$ cat src/rtl/bfa_ram.sv
// Generic single-port-write, single-port-read RAM with a registered read.
module bfa_ram #(
   parameter int WIDTH = 32,
   parameter int DEPTH = 128
) (
   input  logic                                     clock,
   input  logic                                     wr_en,
   input  logic [(DEPTH > 1 ? $clog2(DEPTH) : 1)-1:0] wr_addr,
   input  logic [WIDTH-1:0]                         wr_data,
   input  logic [(DEPTH > 1 ? $clog2(DEPTH) : 1)-1:0] rd_addr,
   output logic [WIDTH-1:0]                         rd_data
);

   logic [WIDTH-1:0] mem [DEPTH];
   logic [WIDTH-1:0] rd_data_ff;

   always_ff @(posedge clock) begin
      if (wr_en) begin
         mem[wr_addr] <= wr_data;
      end
      rd_data_ff <= mem[rd_addr];
   end

   assign rd_data = rd_data_ff;

endmodule

$ cat config.mk
export PLATFORM = sky130hd
export DESIGN_NAME = bfa_ram
export DESIGN_NICKNAME = d
export VERILOG_FILES = /design/src/rtl/bfa_ram.sv
export SDC_FILE = /design/constraint.sdc
export NUM_CORES = 2
export LEC_CHECK = 0
export ABC_AREA = 1
export BUFFER_PORTS_ARGS = -buffer_cell sky130_fd_sc_hd__buf_2
export CAP_MARGIN = 40
export CORE_MARGIN = 4
export CORE_UTILIZATION = 35
export DETAILED_ROUTE_END_ITERATION = 8
export PLACE_DENSITY = 0.48
export SLEW_MARGIN = 20
export SYNTH_ARGS = -nofsm -noshare
export SYNTH_HDL_FRONTEND = slang
export SYNTH_SLANG_ARGS = --single-unit
$ cat constraint.sdc
create_clock -name clock -period 3.2 [get_ports clock]
set_clock_uncertainty 0.05 [all_clocks]
set_input_delay 0.64 -clock clock [delete_from_list [all_inputs] [get_ports clock]]
set_output_delay 0.64 -clock clock [all_outputs]
set_load 0.01 [all_outputs]
==> results_dict.tcl <==
set metrics [dict create \
    status "completed" \
    fin_crit_ns 2.87 \
    place_area_sq_um 181000 \
    layout_common_cells "nand2_1, edfxtp_1, nand3_1, buf_4, clkbuf_16" \
    remaining_drc_errors 0 \
    synth_area_sq_um 165000 \
    antenna_found_initial 57 \
    endpoint_kind "flop" \
    max_freq_mhz 348 \
    grt_max_degree 143 \
    seq_area_frac_synth_pct 75.1 \
    crit_required_ns 4.08 \
    maxSlewHeadroom_pct 27.0 \
    dieArea_sq_um 481000 \
    avgSynthCellArea_sq_um 12.3 \
    nNetsFinal 14000 \
    core_area_sq_um 468000 \
    path_cells "buf_12 -> inv_16 -> buf_4 -> buf_12 -> buf_4 -> nand2_1 -> nand3_1 -> nand3_1 -> nand3_1 -> nand3_1 -> nand3_1 -> nand3_1 -> buf_12 -> nand2_1" \
    detail-route-antenna-nets 0 \
    viasPerCell 5.30 \
    worstPathMaxFanout 47 \
    clock-sinks 4128 \
    globalplace.congestion 0.821 \
    hold_path_class "primary input to flop" \
    cts_inserted_buffers 441 \
    r2r_cells 9 \
    cap_viol_max_count 0 \
    worstMarginPinSlew_ns 1.09 \
    syn_inst 13400 \
    die_w_um 694 \
    grt_pass1_vias 104000 \
    drt_wl_total_um 559000 \
    setup_violations 0 \
    rows 251 \
    cts_root_buffer "clkbuf_16" \
    clkTransAtPathRegs_ns 0.06 \
    powerDensity_nw_per_um2 611 \
    grt_util_all_layers_pct 22.6 \
    synth_cell_types 15 \
    critPathLaunch "rd_addr[0]" \
    area_growth_pct 18.8 \
    wire_per_inst_um 27.2 \
    clk_latency_ns 1.00 \
    hpwl_um 331000 \
    ys_warn_count 0 \
    r2r-end "rd_data[9]" \
    yosys.area.top_type "edfxtp_1" \
    cp_slowest_cell "nand3_1" \
    grt_pass1_wl_um 790000 \
    final_area_sq_um 196000 \
    critPathMostFrequentCell "nand3_1" \
    ioPinCount 80 \
    synth_area_leaders "edfxtp_1, nand3_1, nand2_1, buf_2, buf_4" \
    initial_utilization_pct 35.2 \
    worst-setup-path-type "primary input to flop" \
    cp-endpoint "rd_data[12]" \
    vdd_drop_max_mv 0.436 \
    cts_tree "yes" \
    drt-pass1-iter-count 6 \
    clockBufferDepth 4 \
    globalRoute.totalOverflow 0 \
    power.leakage_nw 68.2 \
    post_cts.repair.setup_buffers 0 \
    worstReg2RegStart "mem[23][9]" \
    layout-drive-gt1-share_pct 12.4 \
    tns_ns 0 \
    synth_top_area_share_pct 74.7 \
    drt_iter0_drc 11700 \
    r2r_slack_ns 0.72 \
    fin_crit_sh_pct 89.8 \
    fillerInstances 43400 \
    ys_ff_latch 4128 \
    slew_viol_final 0 \
    hold_viol_final 0 \
    die_h_um 694 \
    rsz0062_at_grt "false" \
    mostFrequentLayoutCell "nand2_1" \
    cpPeakStageDelay_ns 0.61 \
    start_kind "primary input" \
    synth_fp_nets 13400 \
    arrival_ns 3.75 \
    route.vias.total 109000 \
    io_buffers 79 \
    ctsHtreeMaxLevel 5 \
]
## worst min-delay path by stage
stage,start,slack (ns),cells past startpoint,end
2_1_floorplan,wr_data[0],0.69,0,mem[0][0]
3_5_place_dp,wr_data[25],0.81,1,mem[103][25]
6_report,wr_data[31],0.06,1,mem[126][31]
5_1_grt,wr_data[17],0.04,1,mem[56][17]
3_3_place_gp,wr_data[25],0.81,1,mem[103][25]
4_1_cts,wr_data[31],0.006,1,mem[125][31]
## timing repair
action / 4_1_cts / 5_1_grt
hold endpoints to repair: 115 / 0
setup endpoints to repair: 0 / 0
gates resized for setup: 0 / 0
hold buffers: 9 / 0
## sequential cells by signal, indices dropped and copies added, names as in the netlist
signal   count
mem       4096
rd_data     32
## synthesized netlist by cell type (all sizes together)
cell type  number
buf           800
clkbuf        109
dfxtp          32
edfxtp       4096
inv            24
nand2        4151
nand3        4035
nor2          134
nor3            8
## worst max-delay path: cells and delay by family
family / cells / cell delay, ns
buffers and inverters: 6 / 1.34
and+or+nand+nor: 8 / 1.62
## routing by layer
metal	GRT usage, %	up-vias	wire length (um)
li1	-	49200	-
met1	32.3	55300	246000
met2	36.2	3664	260000
met3	3.82	648	40000
met4	5.27	22	13300
met5	0	-	375
## stage by stage
stage	utilization, %	setup slack (ns)	std cells	hold WS, ns	total power [mW]
detailed placement	38.7	-0.642	19700	0.810	69.5
finish	41.8	0.327	20600	0.0649	119
global placement	38.7	-0.642	19700	0.806	69.5
global route	41.8	0.332	20500	0.0351	123
floorplan	-	0.112	13400	0.689	64.5
CTS	41.8	0.284	20500	0.00560	120
## where the power goes
group	internal, mW	total, mW	switching, mW	leakage, nW
clock network	29.6	51.1	21.5	7.01
logic	2.45	8.47	6.01	24.1
registers	59.7	59.9	0.250	37.1
total	91.7	119	27.7	68.2
## cell families (layout without fill, tap and decap cells)
kind of cell,Yosys count,in the layout,share of synthesized area (%)
simple gates,8328,8328,22.1
flops,4128,4128,75.1
buf+inv,933,1876,2.84
other cells,0,24,0
## cell type report
cell class	count	area (sq um)	share of cell area (%)
inverters	24	144	0.0736
diodes	24	60.1	0.0307
well taps	6198	7750	3.96
clock inverters	250	2410	1.23
multi-input cells	8328	37300	19.1
clock buffers	576	11900	6.08
flip-flops and latches	4128	124000	63.2
repair buffers	1026	12400	6.33
No activity file was read; power rests on OpenSTA's default activity.
