## src/rtl/bfa_find.sv

```systemverilog
// Lowest-free-bit search over one map word, limited to frames below the frame count.
module bfa_find #(
   parameter int WORD_BITS = 32,
   parameter int ADDR_W    = 7,
   parameter int CNT_W     = 13
) (
   input  logic [WORD_BITS-1:0]         word,
   input  logic [ADDR_W-1:0]            addr,
   input  logic [CNT_W-1:0]             lim,
   output logic                         found,
   output logic [$clog2(WORD_BITS)-1:0] bit_idx,
   output logic                         last
);

   localparam int WB_W   = $clog2(WORD_BITS);
   localparam int BASE_W = ADDR_W + WB_W;
   localparam int CMP_W  = (BASE_W > CNT_W ? BASE_W : CNT_W) + 1;

   logic [CMP_W-1:0]     base;
   logic [CMP_W-1:0]     lim_x;
   logic [CMP_W-1:0]     rem;
   logic                 any_in_range;
   logic                 full;
   logic [WORD_BITS-1:0] mask;
   logic [WORD_BITS-1:0] free_vec;

   always_comb begin
      base         = CMP_W'({addr, {WB_W{1'b0}}});
      lim_x        = CMP_W'(lim);
      any_in_range = lim_x > base;
      rem          = lim_x - base;
      full         = rem >= CMP_W'(WORD_BITS);
      last         = lim_x <= (base + CMP_W'(WORD_BITS));
      for (int i = 0; i < WORD_BITS; i++) begin
         mask[i] = any_in_range && (full || (CMP_W'(i) < rem));
      end
      free_vec = ~word & mask;
      found    = |free_vec;
      bit_idx  = '0;
      for (int i = WORD_BITS - 1; i >= 0; i--) begin
         if (free_vec[i]) begin
            bit_idx = WB_W'(i);
         end
      end
   end

endmodule

```

## config.mk

```make
export PLATFORM = sky130hd
export DESIGN_NAME = bfa_find
export DESIGN_NICKNAME = d
export VERILOG_FILES = /design/src/rtl/bfa_find.sv
export SDC_FILE = /design/constraint.sdc
export NUM_CORES = 1
export LEC_CHECK = 0
export ABC_CLOCK_PERIOD_IN_PS = 4000
export BUFFER_PORTS_ARGS = -buffer_cell sky130_fd_sc_hd__buf_4
export CAP_MARGIN = 15
export CORE_MARGIN = 5
export CORE_UTILIZATION = 55
export DETAILED_ROUTE_END_ITERATION = 8
export GPL_TIMING_DRIVEN = 0
export PLACE_DENSITY_LB_ADDON = 0.25
export REMOVE_ABC_BUFFERS = 1
export SYNTH_ARGS = -nofsm -noshare
export SYNTH_HDL_FRONTEND = slang
export SYNTH_SLANG_ARGS = --single-unit
export TNS_END_PERCENT = 10
```

## constraint.sdc

```tcl
create_clock -name vclk -period 4
set_input_delay 0.2 -clock vclk [all_inputs]
set_output_delay 0.2 -clock vclk [all_outputs]
set_load 0.05 [all_outputs]
```

==> flow_metrics.py <==
metrics = {
    "cells_and_area": {
        "ff_latch_area_sq_um": 0,
        "drive_above_1_share": 0.242,
        "fin_nets": 410,
        "fillerInstances": 316,
        "seq_cell_count": 0,
        "n_clock_buffer": 0,
        "area_growth_pct": 23.1,
        "n_antenna_cell": 0,
    },
    "min_path": {
        "hp-class": "in2out",
    },
    "synth": {
        "syn_avg_cell_area_sq_um": 6.72,
        "ys_types": 66,
        "synthCells": 295,
        "netlist_area_sq_um": 1980,
        "yosysWarnings": 0,
        "synth_seq_area_share": 0,
    },
    "route": {
        "ant_nets": 0,
        "dr.pass1.iters": 5,
        "drt-wirelength-per-cell_microns": 17.7,
        "finalWirelength_mm": 6.81,
        "vias": 2686,
        "avgViaCountPerCell": 6.98,
        "drc": 0,
        "drt_iter0_drc": 416,
    },
    "global_route": {
        "grt_antenna_before_repair": 0,
        "grt_pass1_wl_mm": 10.6,
        "gr-total-overflow": 0,
        "globalRouteTotalUtil": 0.248,
        "grt_max_degree": 41,
        "grt_pass1_vias": 2284,
    },
    "setup_path": {
        "start_kind": "input pin",
        "cp_max_fo": 20,
        "critPathRequiredTime_ns": 3.80,
        "arrival_ns": 3.71,
        "path_class": "in2out",
        "worstSetupEndpoint": "bit_idx[0]",
        "end_kind": "output pin",
        "crit_path_start": "lim[5]",
    },
    "timing": {
        "fin_crit_sh": 0.977,
        "hold_slack_ns": 0.933,
        "hold_violations": 0,
        "fin_setup_tns_ns": 0,
        "maxSlewViolCount": 0,
        "relSlewSlack": 0.439,
        "fmax_ghz": 0.256,
        "worstMarginPinSlew_ns": 0.841,
        "finalSetupViolations": 0,
        "fin_crit_ns": 3.91,
    },
    "floorplanning": {
        "coreArea_sq_um": 3420,
        "fp.dieH_microns": 70.0,
        "rows": 21,
        "num_io_pins": 59,
        "dieArea_sq_um": 4910,
        "fp.dieW_microns": 70.0,
        "start_util": 0.581,
    },
    "power_and_ir_drop": {
        "p_leak_nw": 1.02,
        "p_int_mw": 0.134,
        "pwr-share-seq": 0,
        "net-switching-power_mw": 0.210,
        "swShare": 0.610,
        "p_comb_frac": 1.000,
        "clockPowerShare": 0,
        "p_per_area_nw_per_um2": 141,
        "ir_drop_uv": 70.7,
        "design_power_total_mw": 0.344,
    },
    "placement": {
        "port_buffers": 59,
        "dpl.hpwl_mm": 4.96,
        "gp_congestion": 0.944,
    },
    "run_status": {
        "status": "finished, final reports clean",
    },
    "cts": {
        "hold_buffers": 0,
    },
    "flow_run": {
        "max_cap_viol_count": 0,
    },
}
[cells in the final DEF, fill, tap and decap left out, drive strengths merged, types with 6 or more instances in the layout]
master  count
ha         16
nor3       11
nand3      14
nor2       20
a311oi     11
nand4      10
buf        60
a21o        6
xnor2       6
o21ai      21
inv        18
a31oi      22
nand2      23
a211oi      7
a21oi      16
[routing by layer]
metal	vias up	share of wire	track usage
li1	1267	-	-
met4	0	0.024	0.0277
met3	30	0.14	0.0258
met1	1179	0.41	0.359
met5	-	0	0
met2	210	0.43	0.405
[power by group through the flow]
stage               logic [mW]  clock network [mW]  registers (mW)
floorplan                0.207                   0               0
global placement         0.315                   0               0
detailed placement       0.321                   0               0
CTS                      0.323                   0               0
global route             0.373                   0               0
finish                   0.344                   0               0
[worst min path at each step]
stage / start / end / slack [ns] / depth (start not counted)
finish: word[0] / bit_idx[0] / 0.93 / 4
detailed placement: word[0] / bit_idx[0] / 0.90 / 4
CTS: word[0] / bit_idx[0] / 0.90 / 4
global placement: word[0] / bit_idx[0] / 0.89 / 4
floorplan: lim[0] / last / 0.74 / 2
global route: word[0] / bit_idx[0] / 0.90 / 4
[cells in the mapped netlist (all sizes together) (2+ instances only)]
| master | n | area (sq um) |
|---|---|---|
| buf | 8 | 61.3 |
| nor4 | 4 | 31.3 |
| ha | 16 | 200 |
| a22oi | 3 | 22.5 |
| nand2b | 4 | 25.0 |
| o211ai | 3 | 27.5 |
| clkbuf | 11 | 41.3 |
| o2111ai | 4 | 41.3 |
| nand3 | 14 | 70.1 |
| nand4b | 2 | 17.5 |
| nor2b | 4 | 25.0 |
| and2 | 4 | 25.0 |
| a21oi | 16 | 83.8 |
| a211o | 3 | 26.3 |
| nor3b | 2 | 15.0 |
| nor3 | 11 | 65.1 |
| a211oi | 7 | 57.6 |
| o21a | 4 | 30.0 |
| o21ai | 21 | 105 |
| a32oi | 4 | 35.0 |
| nor2 | 20 | 77.6 |
| or3 | 3 | 18.8 |
| xnor2 | 6 | 52.6 |
| nand4 | 10 | 62.6 |
| or2 | 2 | 12.5 |
| inv | 18 | 67.6 |
| o211a | 4 | 40.0 |
| a21o | 6 | 45.0 |
| a31oi | 22 | 138 |
| a311oi | 11 | 109 |
| o21bai | 4 | 30.0 |
| nand2 | 23 | 86.3 |
[cells by family after synthesis]
kind of cell               synth area share
AOI/OAI and AO/OA                     0.476
xor gates and xnor gates             0.0265
adders and majority gates             0.111
buffers and inverters                0.0858
and+or+nand+nor                       0.300
[critical path, stage by stage]
cell,delay (ns)
buf_4,0.10
inv_1,0.06
ha_1,0.17
inv_1,0.06
fa_1,0.46
a211oi_2,0.29
nor4_1,0.11
a2111oi_4,0.50
and3_2,0.54
a311oi_1,0.18
a2111o_1,0.38
a32oi_1,0.20
nand4_1,0.11
nand3_1,0.13
buf_4,0.20
[stage by stage]
stage / area [sq um] / cells / setup WS [ns] / utilization
2_1_floorplan: 1880 / 276 / 0.0172 / -
3_3_place_gp: 2380 / 381 / -0.233 / 0.697
3_5_place_dp: 2380 / 381 / -0.228 / 0.697
4_1_cts: 2380 / 381 / 0.0299 / 0.698
5_1_grt: 2440 / 385 / -0.0806 / 0.715
6_report: 2440 / 385 / 0.0926 / 0.715
[layout make-up]
type                       instances  area (sq um)  share of cell area
timing repair buffer              60           450               0.185
tap                               46          57.6              0.0236
multi-input combinational        261          1870               0.764
inverter                          18          67.6              0.0277
[what timing repair did]
action	4_1_cts	5_1_grt
gates resized for setup	1	5
setup endpoints to repair	5	6
gates cloned	0	3
buffers inserted	0	1
pin swaps	0	3
No activity file was read; power rests on OpenSTA's default activity.
